[config.mk]
export PLATFORM = sky130hd
export DESIGN_NAME = servo_slew_position_controller_top
export DESIGN_NICKNAME = d
export VERILOG_FILES = /design/src/hw/rtl/ssp_pkg.sv /design/src/hw/rtl/ssp_step_div.sv /design/src/hw/rtl/ssp_core.sv /design/src/hw/rtl/servo_slew_position_controller_top.sv
export SDC_FILE = /design/constraint.sdc
export NUM_CORES = 1
export LEC_CHECK = 0
export BUFFER_PORTS_ARGS = -buffer_cell sky130_fd_sc_hd__buf_2
export CAP_MARGIN = 25
export CORE_MARGIN = 2
export CORE_UTILIZATION = 55
export CTS_BUF_LIST = sky130_fd_sc_hd__clkbuf_8
export CTS_CLUSTER_DIAMETER = 40
export CTS_CLUSTER_SIZE = 8
export DETAILED_ROUTE_END_ITERATION = 12
export GPL_TIMING_DRIVEN = 0
export PLACE_DENSITY = 0.72
export RECOVER_POWER = 100
export SLEW_MARGIN = 0
export SYNTH_ARGS = -nofsm -noshare
export SYNTH_HDL_FRONTEND = slang
export SYNTH_HIERARCHICAL = 1
export SYNTH_SLANG_ARGS = --single-unit
[constraint.sdc]
create_clock -name aclk -period 10.8 [get_ports aclk]
set_clock_uncertainty 0.1 [all_clocks]
set_input_delay 1.62 -clock aclk [delete_from_list [all_inputs] [get_ports aclk]]
set_output_delay 1.62 -clock aclk [all_outputs]
set_load 0.03 [all_outputs]
[src/hw/rtl/ssp_pkg.sv]
package ssp_pkg;

    // field widths
    localparam int MODE_W    = 2;
    localparam int ANGLE_W   = 11;
    localparam int POS_W     = 8;
    localparam int DUTY_W    = 25;
    localparam int DELAY_W   = 16;
    localparam int OFFSET_W  = 9;
    localparam int STEP_W    = 26;
    localparam int CFG_IDX_W = 2;

    // stream packing
    localparam int S_TDATA_W = 16;
    localparam int M_TDATA_W = 48;

    // item kinds carried on s_tuser
    localparam logic [MODE_W-1:0] MODE_TICK = 2'd0;
    localparam logic [MODE_W-1:0] MODE_ABS  = 2'd1;
    localparam logic [MODE_W-1:0] MODE_REL  = 2'd2;

    // register indexes
    localparam logic [CFG_IDX_W-1:0] REG_MIN_DUTY       = 2'd0;
    localparam logic [CFG_IDX_W-1:0] REG_MAX_DUTY       = 2'd1;
    localparam logic [CFG_IDX_W-1:0] REG_STEP_DELAY     = 2'd2;
    localparam logic [CFG_IDX_W-1:0] REG_MIN_STEP_DELAY = 2'd3;

    // register reset values
    localparam logic [DUTY_W-1:0]  MIN_DUTY_RST       = 25'd500000;
    localparam logic [DUTY_W-1:0]  MAX_DUTY_RST       = 25'd2500000;
    localparam logic [DELAY_W-1:0] STEP_DELAY_RST     = 16'd15;
    localparam logic [DELAY_W-1:0] MIN_STEP_DELAY_RST = 16'd10;

    // cycles for the duty step pipeline to settle after a change
    localparam logic [1:0] STEP_SETTLE = 2'd3;

    typedef struct packed {
        logic [POS_W-1:0]           current_angle;
        logic [DUTY_W-1:0]          duty_ns;
        logic                       busy_res;
        logic signed [OFFSET_W-1:0] applied_offset;
        logic                       clamped;
    } ssp_result_t;

endpackage

[src/hw/rtl/ssp_step_div.sv]
module ssp_step_div
    import ssp_pkg::*;
#(
    parameter int DIVISOR = 170
) (
    input  logic                     aclk,
    input  logic [DUTY_W-1:0]        min_duty,
    input  logic [DUTY_W-1:0]        max_duty,
    output logic signed [STEP_W-1:0] duty_step
);

    // reciprocal scaled so the first quotient estimate is low by at most one
    localparam int SHIFT  = DUTY_W + $clog2(DIVISOR);
    localparam int RECIP_W = DUTY_W + 1;
    localparam int PROD_W = DUTY_W + RECIP_W;
    localparam logic [RECIP_W-1:0] RECIP = RECIP_W'((64'd1 << SHIFT) / DIVISOR);
    localparam logic [DUTY_W-1:0]  DIV_C = DUTY_W'(DIVISOR);

    logic [DUTY_W:0]         diff;
    logic                    neg_d1_reg, neg_d2_reg;
    logic [DUTY_W-1:0]       mag_next, mag_d1_reg, mag_d2_reg;
    logic [PROD_W-1:0]       prod_reg;
    logic [DUTY_W-1:0]       quot_est;
    logic [2*DUTY_W-1:0]     quot_mul;
    logic [DUTY_W-1:0]       rem;
    logic [DUTY_W-1:0]       quot;
    logic [STEP_W-1:0]       step_next;
    logic signed [STEP_W-1:0] step_reg;

    // sign and magnitude of the duty span
    always_comb begin
        diff     = {1'b0, max_duty} - {1'b0, min_duty};
        mag_next = diff[DUTY_W] ? DUTY_W'(-diff) : diff[DUTY_W-1:0];
    end

    // magnitude times reciprocal
    always_ff @(posedge aclk) begin
        neg_d1_reg <= diff[DUTY_W];
        mag_d1_reg <= mag_next;
        neg_d2_reg <= neg_d1_reg;
        mag_d2_reg <= mag_d1_reg;
        prod_reg   <= PROD_W'(mag_d1_reg) * PROD_W'(RECIP);
    end

    // correct the estimate by one and restore the sign
    always_comb begin
        quot_est  = DUTY_W'(prod_reg >> SHIFT);
        quot_mul  = (2*DUTY_W)'(quot_est) * (2*DUTY_W)'(DIV_C);
        rem       = mag_d2_reg - quot_mul[DUTY_W-1:0];
        quot      = (rem >= DIV_C) ? quot_est + 1'b1 : quot_est;
        step_next = neg_d2_reg ? STEP_W'(-{1'b0, quot}) : STEP_W'({1'b0, quot});
    end

    always_ff @(posedge aclk) begin
        step_reg <= signed'(step_next);
    end

    assign duty_step = step_reg;

endmodule

[src/hw/rtl/ssp_core.sv]
module ssp_core
    import ssp_pkg::*;
#(
    parameter int FULL_ANGLE = 170
) (
    input  logic                     aclk,
    input  logic                     aresetn,
    input  logic                     advance,
    input  logic [MODE_W-1:0]        mode,
    input  logic signed [ANGLE_W-1:0] angle,
    input  logic [DELAY_W-1:0]       eff_delay,
    input  logic signed [STEP_W-1:0] duty_step,
    input  logic [DUTY_W-1:0]        min_duty,
    output ssp_result_t              result
);

    localparam logic [POS_W-1:0] FULL = POS_W'(FULL_ANGLE);
    localparam int CALC_W = ANGLE_W + 1;
    localparam int PROD_W = STEP_W + POS_W + 1;
    localparam int SUM_W  = PROD_W + 1;

    logic [POS_W-1:0]   position_reg, position_next;
    logic [POS_W-1:0]   target_reg, target_next;
    logic [DELAY_W-1:0] countdown_reg, countdown_next;
    logic               moving_reg, moving_next;

    logic signed [CALC_W-1:0]   ang_ext, pos_ext, full_ext, headroom, rel_sum;
    logic signed [OFFSET_W-1:0] applied;
    logic                       clamp;
    logic signed [PROD_W-1:0]   duty_prod;
    logic signed [SUM_W-1:0]    duty_sum;

    // operands for the relative and absolute checks
    always_comb begin
        ang_ext  = CALC_W'(angle);
        pos_ext  = signed'(CALC_W'(position_reg));
        full_ext = signed'(CALC_W'(FULL));
        headroom = full_ext - pos_ext;
        rel_sum  = ang_ext + pos_ext;
    end

    // next state for one item
    always_comb begin
        position_next  = position_reg;
        target_next    = target_reg;
        countdown_next = countdown_reg;
        moving_next    = moving_reg;
        applied        = '0;
        clamp          = 1'b0;
        case (mode)
            MODE_TICK: begin
                if (moving_reg) begin
                    if (countdown_reg <= DELAY_W'(1)) begin
                        if (position_reg != target_reg) begin
                            position_next  = (position_reg > target_reg) ?
                                             position_reg - 1'b1 : position_reg + 1'b1;
                            countdown_next = eff_delay;
                        end else begin
                            countdown_next = '0;
                            moving_next    = 1'b0;
                        end
                    end else begin
                        countdown_next = countdown_reg - 1'b1;
                    end
                end
            end
            MODE_ABS: begin
                // negative angles read as huge values and clamp high
                if (angle[ANGLE_W-1] || ang_ext > full_ext) begin
                    target_next = FULL;
                    clamp       = 1'b1;
                end else begin
                    target_next = angle[POS_W-1:0];
                end
                countdown_next = eff_delay;
                moving_next    = 1'b1;
            end
            MODE_REL: begin
                if (ang_ext > headroom) begin
                    target_next = FULL;
                    applied     = headroom[OFFSET_W-1:0];
                    clamp       = 1'b1;
                end else if (rel_sum < 0) begin
                    target_next = '0;
                    applied     = OFFSET_W'(-pos_ext);
                    clamp       = 1'b1;
                end else begin
                    target_next = rel_sum[POS_W-1:0];
                    applied     = ang_ext[OFFSET_W-1:0];
                end
                countdown_next = eff_delay;
                moving_next    = 1'b1;
            end
            default: begin
            end
        endcase
    end

    // duty for the new position, negative values floor at zero
    always_comb begin
        duty_prod = duty_step * signed'(PROD_W'({1'b0, position_next}));
        duty_sum  = SUM_W'(duty_prod) + signed'(SUM_W'(min_duty));
    end

    always_comb begin
        result.current_angle  = position_next;
        result.duty_ns        = duty_sum[SUM_W-1] ? '0 : duty_sum[DUTY_W-1:0];
        result.busy_res       = moving_next;
        result.applied_offset = applied;
        result.clamped        = clamp;
    end

    // servo state
    always_ff @(posedge aclk) begin
        if (!aresetn) begin
            position_reg  <= '0;
            target_reg    <= '0;
            countdown_reg <= '0;
            moving_reg    <= 1'b0;
        end else if (advance) begin
            position_reg  <= position_next;
            target_reg    <= target_next;
            countdown_reg <= countdown_next;
            moving_reg    <= moving_next;
        end
    end

endmodule

[src/hw/rtl/servo_slew_position_controller_top.sv]
// Servo angle ramp with a limited slew rate.
// Input stream: s_tuser carries the item kind (tick, absolute command,
// relative command), s_tdata carries the angle or offset in degrees.
// Each accepted beat gives exactly one result beat on the m_ side with the
// angle after that item, its pulse width, the busy flag, the offset a
// relative command actually applied and whether its target was clamped.
// From input beat to result beat an item passes the input register, the
// state update and duty multiply-add, then the result register.
// Throughput is one beat per cycle when not stalled or settling; the state
// update is a single pass. The result register frees as it is taken, so a
// stall on m_tready only stops input once both registers are full.
// Configuration writes go through cfg_valid/cfg_ready/cfg_index/cfg_data,
// always ready. A write to either duty register restarts the pipeline
// that derives the duty step per degree; s_tready stays low until it has
// settled. The same hold applies after reset before the first input beat
// is taken. Reset puts the angle, target and timer at zero and loads the
// default register values.
module servo_slew_position_controller_top
    import ssp_pkg::*;
#(
    parameter int FULL_ANGLE = 170
) (
    input  logic                  aclk,
    input  logic                  aresetn,

    input  logic                  s_tvalid,
    output logic                  s_tready,
    input  logic [S_TDATA_W-1:0]  s_tdata,   // [10:0] angle, rest zero
    input  logic [MODE_W-1:0]     s_tuser,   // [1:0] mode

    output logic                  m_tvalid,
    input  logic                  m_tready,
    output logic [M_TDATA_W-1:0]  m_tdata,   // [7:0] current_angle, [32:8] duty_ns,
                                             // [33] busy_res, [42:34] applied_offset,
                                             // [43] clamped, rest zero

    input  logic                  cfg_valid,
    output logic                  cfg_ready,
    input  logic [CFG_IDX_W-1:0]  cfg_index,
    input  logic [DUTY_W-1:0]     cfg_data
);

    logic [DUTY_W-1:0]  min_duty_reg, max_duty_reg;
    logic [DELAY_W-1:0] step_delay_reg, min_step_delay_reg;
    logic [DELAY_W-1:0] eff_delay;
    logic [1:0]         settle_reg;
    logic               cfg_wr;

    logic                      in_valid_reg;
    logic [MODE_W-1:0]         in_mode_reg;
    logic signed [ANGLE_W-1:0] in_angle_reg;
    logic                      out_valid_reg;
    ssp_result_t               out_reg;
    ssp_result_t               result;
    logic                      out_free, advance, in_take;
    logic signed [STEP_W-1:0]  duty_step;

    assign cfg_ready = 1'b1;
    assign cfg_wr    = cfg_valid & cfg_ready;

    // configuration registers
    always_ff @(posedge aclk) begin
        if (!aresetn) begin
            min_duty_reg       <= MIN_DUTY_RST;
            max_duty_reg       <= MAX_DUTY_RST;
            step_delay_reg     <= STEP_DELAY_RST;
            min_step_delay_reg <= MIN_STEP_DELAY_RST;
        end else if (cfg_wr) begin
            unique case (cfg_index)
                REG_MIN_DUTY:       min_duty_reg       <= cfg_data;
                REG_MAX_DUTY:       max_duty_reg       <= cfg_data;
                REG_STEP_DELAY:     step_delay_reg     <= cfg_data[DELAY_W-1:0];
                REG_MIN_STEP_DELAY: min_step_delay_reg <= cfg_data[DELAY_W-1:0];
                default: begin
                end
            endcase
        end
    end

    assign eff_delay = (step_delay_reg < min_step_delay_reg) ? min_step_delay_reg
                                                              : step_delay_reg;

    // hold off input while the duty step settles
    always_ff @(posedge aclk) begin
        if (!aresetn) begin
            settle_reg <= STEP_SETTLE;
        end else if (cfg_wr && (cfg_index == REG_MIN_DUTY || cfg_index == REG_MAX_DUTY)) begin
            settle_reg <= STEP_SETTLE;
        end else if (settle_reg != 2'd0) begin
            settle_reg <= settle_reg - 1'b1;
        end
    end

    ssp_step_div #(
        .DIVISOR (FULL_ANGLE)
    ) u_step_div (
        .aclk      (aclk),
        .min_duty  (min_duty_reg),
        .max_duty  (max_duty_reg),
        .duty_step (duty_step)
    );

    // handshake between the two stages
    assign out_free = ~out_valid_reg | m_tready;
    assign advance  = in_valid_reg & out_free;
    assign s_tready = (~in_valid_reg | advance) & (settle_reg == 2'd0);
    assign in_take  = s_tvalid & s_tready;

    // input register
    always_ff @(posedge aclk) begin
        if (!aresetn) begin
            in_valid_reg <= 1'b0;
        end else if (in_take) begin
            in_valid_reg <= 1'b1;
        end else if (advance) begin
            in_valid_reg <= 1'b0;
        end
    end

    always_ff @(posedge aclk) begin
        if (in_take) begin
            in_mode_reg  <= s_tuser;
            in_angle_reg <= signed'(s_tdata[ANGLE_W-1:0]);
        end
    end

    ssp_core #(
        .FULL_ANGLE (FULL_ANGLE)
    ) u_core (
        .aclk      (aclk),
        .aresetn   (aresetn),
        .advance   (advance),
        .mode      (in_mode_reg),
        .angle     (in_angle_reg),
        .eff_delay (eff_delay),
        .duty_step (duty_step),
        .min_duty  (min_duty_reg),
        .result    (result)
    );

    // result register
    always_ff @(posedge aclk) begin
        if (!aresetn) begin
            out_valid_reg <= 1'b0;
        end else if (advance) begin
            out_valid_reg <= 1'b1;
        end else if (m_tready) begin
            out_valid_reg <= 1'b0;
        end
    end

    always_ff @(posedge aclk) begin
        if (advance) begin
            out_reg <= result;
        end
    end

    assign m_tvalid = out_valid_reg;
    assign m_tdata  = M_TDATA_W'({out_reg.clamped, out_reg.applied_offset,
                                  out_reg.busy_res, out_reg.duty_ns,
                                  out_reg.current_angle});

endmodule

==> results by group, run 1 <==
Clock tree
  – Worst skew pair latency: 0.66 ns
  – Clock transition at path regs: 0.06 ns
  – Cts hold-fix bufs: 0
  – Postcts setup bufs: 0
  – CTS Buf Count: 52
  – H-tree depth: 2
  – CTS tree: built
  – CTS resizes: 0
  – CTS Buffer Depth: 3
  – CTS Root Cell: clkbuf_8
  – Sink Count: 271

Final layout
  – Total Nets Final: 4273
  – Layout cells sized above 1: 0.0679
  – Final Cell Area: 32900 µm²
  – Area growth syn-to-layout: 7.87%
  – Layout fillers: 4845
  – Max reg flops: 44

Die
  – Core Box Area: 55000 µm²
  – Row cnt: 86
  – Die W: 240 µm
  – Die Area: 57400 µm²
  – Die Span Y: 240 µm
  – Initial core utilization: 0.555
  – I/O Pins: 101

STA
  – Max-slew violations: 73
  – Max Clk Rate: 95.6 MHz
  – Final setup violation count: 0
  – Fin Setup TNS: 0 ns
  – Tmin final: 10.46 ns
  – Unrepaired setup endpoints after global routing: no
  – Tcrit/Tclk final: 0.969
  – Slew headroom: -0.327
  – Endpoints failing hold: 0
  – Tightest Pin Transition: 1.99 ns

Hold path
  – Cells on Worst Hold Path: 0
  – Hold wc startpoint: u_step_div/neg_d1_reg
  – Hold endpoint: u_step_div/neg_d2_reg
  – Hold Path Class: reg -> reg

Global routing
  – Total gr overflow: 0
  – Vias in the first global route: 23261
  – GRT Util Overall: 0.267
  – Largest net degree at the start of global routing: 27
  – First-pass GRT wire length: 121000 µm
  – Initial antenna violation count: 1

Logic synthesis
  – Post-synthesis sequential area ratio: 0.197
  – Top_reg_cell synth: dfxtp_1
  – Ys async rst share: 0
  – #FFs+latches synth: 271
  – Synthesis warning total: 6
  – Syn Std Cell Area: 30500 µm²
  – Syn Area/Cell: 9.11 µm²
  – EDFF count, synth: 57
  – Synth unique cells: 101
  – Syn Inst Count: 3349

Setup path
  – Crit. End Element: flip-flop
  – Crit path max fanout: 10
  – Worst reg2reg path endpoint: m_tdata[22]
  – FF-to-FF Start: u_core/position_reg[0]
  – Critical Path AT: 10.72 ns
  – Crit path required time: 11.06 ns
  – CP max stage cell: o21ai_0
  – Crit-path max cell delay: 1.41 ns
  – Startpoint Class: flip-flop
  – Worst r2r path cells: 34
  – Flop2flop setup slack: 0.34 ns
  – Critical path class: reg -> reg

Run status
  – Run status: finished with violations
  – Failing checks: capacitance limit, slew limit

Drt
  – Initial DRC count: 1557
  – DRT Wirelength: 74300 µm
  – Drc violations: 0
  – Total number of vias: 23496
  – Vias per Instance: 5.49
  – Remaining antenna violation count: 0
  – Drt wl/cell: 17.4 µm
  – Router iterations before antenna repair: 5

Placed design
  – GPL Wtd Cong: 0.920
  – Placed Area: 31900 µm²
  – Port bufs: 90
  – DP HPWL: 61300 µm

Job
  – Max-cap violation count: 4
==> cells in the final DEF, fill, tap and decap left out, types with 25 or more instances in the layout <==
cell type and instances:
nor3_1 41, and2_1 77, clkbuf_1 112, clkbuf_8 59, a21boi_0 75, xor2_1 59, nand3_1 68, buf_2 57
o21a_1 31, o21ai_0 99, nand2_1 353, a21oi_1 145, nand2b_1 27, dfxtp_1 214, edfxtp_1 57, inv_1 518
mux2i_1 25, a21o_1 65, fa_1 295, ha_1 431, nor2_1 146, xnor2_1 116, nor2b_1 61
==> Yosys cell counts (7+ instances only) <==
| cell | n | area share |
|---|---|---|
| clkbuf_1 | 56 | 0.0069 |
| and3_1 | 22 | 0.0045 |
| xnor2_1 | 116 | 0.033 |
| a22oi_1 | 8 | 0.0020 |
| mux2i_1 | 25 | 0.0082 |
| nor2_1 | 146 | 0.018 |
| mux2_2 | 8 | 0.0030 |
| nand2b_1 | 27 | 0.0055 |
| nor3b_1 | 12 | 0.0030 |
| a21oi_1 | 144 | 0.024 |
| inv_1 | 509 | 0.063 |
| buf_2 | 20 | 0.0033 |
| a21boi_0 | 75 | 0.018 |
| o21a_1 | 31 | 0.0076 |
| o211ai_1 | 24 | 0.0059 |
| a21boi_2 | 19 | 0.0070 |
| o21bai_1 | 13 | 0.0032 |
| or3_1 | 17 | 0.0035 |
| fa_1 | 295 | 0.19 |
| o21ai_0 | 97 | 0.016 |
| o211a_1 | 11 | 0.0036 |
| and2_1 | 95 | 0.019 |
| nand2_1 | 353 | 0.043 |
| a31oi_1 | 18 | 0.0037 |
| nor4_1 | 9 | 0.0018 |
| nand3_1 | 68 | 0.011 |
| edfxtp_1 | 57 | 0.056 |
| nor2b_1 | 61 | 0.013 |
| o31ai_1 | 7 | 0.0017 |
| nand4_1 | 20 | 0.0041 |
| nor3_1 | 41 | 0.0067 |
| or2_2 | 10 | 0.0021 |
| mux2_4 | 10 | 0.0049 |
| a211oi_1 | 11 | 0.0027 |
| ha_1 | 431 | 0.18 |
| xor2_1 | 59 | 0.017 |
| buf_4 | 11 | 0.0027 |
| dfxtp_1 | 214 | 0.14 |
| a21o_1 | 65 | 0.016 |
==> how the worst max path moves through the flow <==
stage                           startpoint     endpoint  slack (ns)  depth (start not counted)
floorplan           u_core/position_reg[0]  m_tdata[22]        2.35                         39
global placement    u_core/position_reg[0]  m_tdata[22]        1.06                         38
detailed placement  u_core/position_reg[0]  m_tdata[22]        1.01                         37
CTS                 u_core/position_reg[0]  m_tdata[22]        0.95                         37
global route        u_core/position_reg[0]  m_tdata[29]        0.20                         32
finish              u_core/position_reg[0]  m_tdata[22]        0.34                         34
==> per-stage QoR <==
stage	cells	utilization	hold WS, ns	worst slack [ns]
4_1_cts	4282	0.601	0.226	0.952
3_5_place_dp	4191	0.581	0.212	1.01
2_1_floorplan	3352	-	0.210	2.35
5_1_grt	4283	0.598	0.231	0.197
3_3_place_gp	4190	0.580	0.211	1.06
6_report	4283	0.598	0.226	0.339
==> critical path, delay by kind of cell (launching register included) <==
kind	cells	cell delay, ns
adder cells (fa/ha/maj)	8	3.44
AO/OA/AOI/OAI	8	2.94
buffers and inverters	9	1.68
AND/OR/NAND/NOR	7	1.24
flip-flops	1	0.39
XOR/XNOR	2	0.38
==> layout make-up <==
type,instances,area (µm²),area share
Antenna cell,1,2.50,0.0000760
Buffer,99,480,0.0146
Clock buffer,59,812,0.0247
Clock inverter,32,308,0.00935
Inverter,509,1910,0.0581
Multi-Input combinational cell,2473,22100,0.671
Sequential cell,271,6000,0.182
Tap cell,748,936,0.0284
Timing Repair Buffer,91,393,0.0119
==> metal layers <==
metal	global-route usage	vias to the layer above	wire, µm
li1	-	11438	-
met1	0.382	11352	34900
met2	0.425	622	33700
met3	0.0391	84	4270
met4	0.0636	0	1410
met5	0	-	0
==> logic make-up (layout without fill, tap and decap cells) <==
logic type      Yosys count  in the layout  synth area share
other cells               2              6          0.000246
buf+inv                 608            790            0.0788
simple gates            909            909             0.144
flops                   271            271             0.197
mux                      43             43            0.0161
fa+ha+maj               726            726             0.370
compound gates          612            612             0.141
xor+xnor                178            178            0.0526
Power of run 1 is left out: the tool's default activity adds up to more than one toggle a clock period on the data nets, which glitch-free logic cannot reach.
==> inputs of run 2 (changes only) <==
--- a/config.mk
+++ b/config.mk
@@ -9,7 +9,6 @@
 export CAP_MARGIN = 25
 export CORE_MARGIN = 2
 export CORE_UTILIZATION = 55
-export CTS_BUF_LIST = sky130_fd_sc_hd__clkbuf_8
 export CTS_CLUSTER_DIAMETER = 40
 export CTS_CLUSTER_SIZE = 8
 export DETAILED_ROUTE_END_ITERATION = 12
==> results by group, run 2 (synthesis gave the netlist of run 1 again) <==
Run status
  – Run status: finished with violations (unchanged)
  – Failing checks: capacitance limit, slew limit (unchanged)

Clock tree
  – CTS Buffer Depth: 3 (unchanged)
  – CTS Root Cell: clkbuf_16 (was clkbuf_8)
  – CTS resizes: 0 (unchanged)
  – Cts hold-fix bufs: 0 (unchanged)
  – Postcts setup bufs: 0 (unchanged)
  – Clock transition at path regs: 0.05 ns (was 0.06 ns)
  – Sink Count: 271 (unchanged)
  – CTS Buf Count: 52 (unchanged)
  – H-tree depth: 2 (unchanged)
  – Worst skew pair latency: 0.61 ns (was 0.66 ns)
  – CTS tree: built (unchanged)

Placed design
  – DP HPWL: 61300 µm (unchanged)
  – Port bufs: 90 (unchanged)
  – GPL Wtd Cong: 0.920 (unchanged)
  – Pre-CTS setup slack: 1.01 ns (unchanged)

Drt
  – DRT Wirelength: 74900 µm (was 74300 µm)
  – Remaining antenna violation count: 0 (unchanged)
  – Router iterations before antenna repair: 6 (was 5)
  – Initial DRC count: 1840 (was 1557)
  – Drc violations: 0 (unchanged)
  – Vias per Instance: 5.51 (was 5.49)
  – Drt wl/cell: 17.5 µm (was 17.4 µm)
  – Total number of vias: 23601 (was 23496)

Global routing
  – GRT Util Overall: 0.269 (was 0.267)
  – First-pass GRT wire length: 122000 µm (was 121000 µm)
  – Total gr overflow: 0 (unchanged)
  – Initial antenna violation count: 0 (was 1)
  – Largest net degree at the start of global routing: 27 (unchanged)
  – Vias in the first global route: 23468 (was 23261)

Final layout
  – Max reg flops: 44 (unchanged)
  – Most frequent cells in the layout: 509 x inv_1, 431 x ha_1, 353 x nand2_1 (was 518 x inv_1, 431 x ha_1, 353 x nand2_1)
  – Layout cells sized above 1: 0.0679 (unchanged)
  – Leading cell type in the layout, fill and taps excluded: inv_1 (unchanged)
  – Total Nets Final: 4273 (unchanged)
  – Area growth syn-to-layout: 9.90% (was 7.87%)

Setup path
  – Critical path class: reg -> reg (unchanged)
  – Crit path required time: 11.03 ns (was 11.06 ns)
  – Crit. End Element: flip-flop (unchanged)
  – Critical Path AT: 10.67 ns (was 10.72 ns)
  – Crit path max fanout: 10 (unchanged)
  – Critical Path Start: u_core/position_reg[0] (unchanged)
  – CP max stage cell: o21ai_0 (unchanged)
  – FF-to-FF Start: u_core/position_reg[0] (unchanged)
  – Crit-path max cell delay: 1.47 ns (was 1.41 ns)
  – Startpoint Class: flip-flop (unchanged)

Job
  – Max-cap violation count: 4 (unchanged)

STA
  – Fin Setup TNS: 0 ns (unchanged)
  – Slew headroom: -0.352 (was -0.327)
  – Tightest Pin Transition: 2.02 ns (was 1.99 ns)
  – Tmin final: 10.45 ns (was 10.46 ns)
  – Max-slew violations: 73 (unchanged)
  – Final setup violation count: 0 (unchanged)
  – PnR worst setup slack: 0.355 ns (was 0.339 ns)
  – Max Clk Rate: 95.7 MHz (was 95.6 MHz)
  – Unrepaired setup endpoints after global routing: no (unchanged)
  – Tcrit/Tclk final: 0.967 (was 0.969)
  – Endpoints failing hold: 0 (unchanged)

Hold path
  – Hold wc startpoint: u_step_div/neg_d1_reg (unchanged)
  – Hold Path Class: reg -> reg (unchanged)

Die
  – Initial core utilization: 0.555 (unchanged)
  – Die Span Y: 240 µm (unchanged)
  – Row cnt: 86 (unchanged)
  – I/O Pins: 101 (unchanged)
  – Core Box Area: 55000 µm² (unchanged)
  – Die Area: 57400 µm² (unchanged)
  – Die W: 240 µm (unchanged)
[run 2: cell count changes in the layout (fill, tap and decap cells not counted)]
cell and change:
clkbuf_1 +9, clkbuf_16 +52, clkbuf_8 -52, clkinv_16 +2, clkinv_8 -1, inv_1 -9, inv_8 -1
[run 2: final timing paths]
kind                      endpoint  slack [ns]  cells past startpoint
min reg2reg  u_step_div/neg_d2_reg        0.22                      0
max                    m_tdata[22]        0.35                     34
max reg2reg            m_tdata[22]        0.35                     34
min          u_step_div/neg_d2_reg        0.22                      0
[run 2: final cells by class]
class | instances | area [µm²]
multi-input combinational | 2473 | 22100
fill | 4747 | 21500
sequential | 271 | 6000
inverter | 509 | 1910
clock buffer | 68 | 1430
tap | 748 | 936
buffer | 99 | 480
timing repair buffer | 91 | 393
clock inverter | 23 | 307
antenna | 1 | 2.50
[run 2: per-layer routing]
metal  track usage  vias to the layer above  routed length, µm
met5             0                        -                  0
met4        0.0652                        0               1420
met3        0.0391                       86               4590
met2         0.430                      623              34400
met1         0.385                    11438              34600
li1              -                    11454                  -
[run 2: stage by stage]
step | std cells | hold WS [ns] | area (µm²) | util
after floorplan | 3352 | 0.210 | 30500 | -
after global placement | 4190 | 0.211 | 31900 | 0.580
after detailed placement | 4191 | 0.212 | 31900 | 0.581
after CTS | 4282 | 0.223 | 33700 | 0.612
after global routing | 4282 | 0.228 | 33500 | 0.610
final | 4283 | 0.224 | 33500 | 0.610
[run 2: critical path, delay by kind of cell, from the launching register on]
| family | cells | cell delay [ns] |
|---|---|---|
| adder cells (fa/ha/maj) | 8 | 3.44 |
| AO/OA/AOI/OAI | 8 | 2.96 |
| buffers and inverters | 9 | 1.68 |
| AND/OR/NAND/NOR | 7 | 1.22 |
| flip-flops | 1 | 0.38 |
| XOR/XNOR | 2 | 0.37 |
Power of run 2 is left out for the same reason.
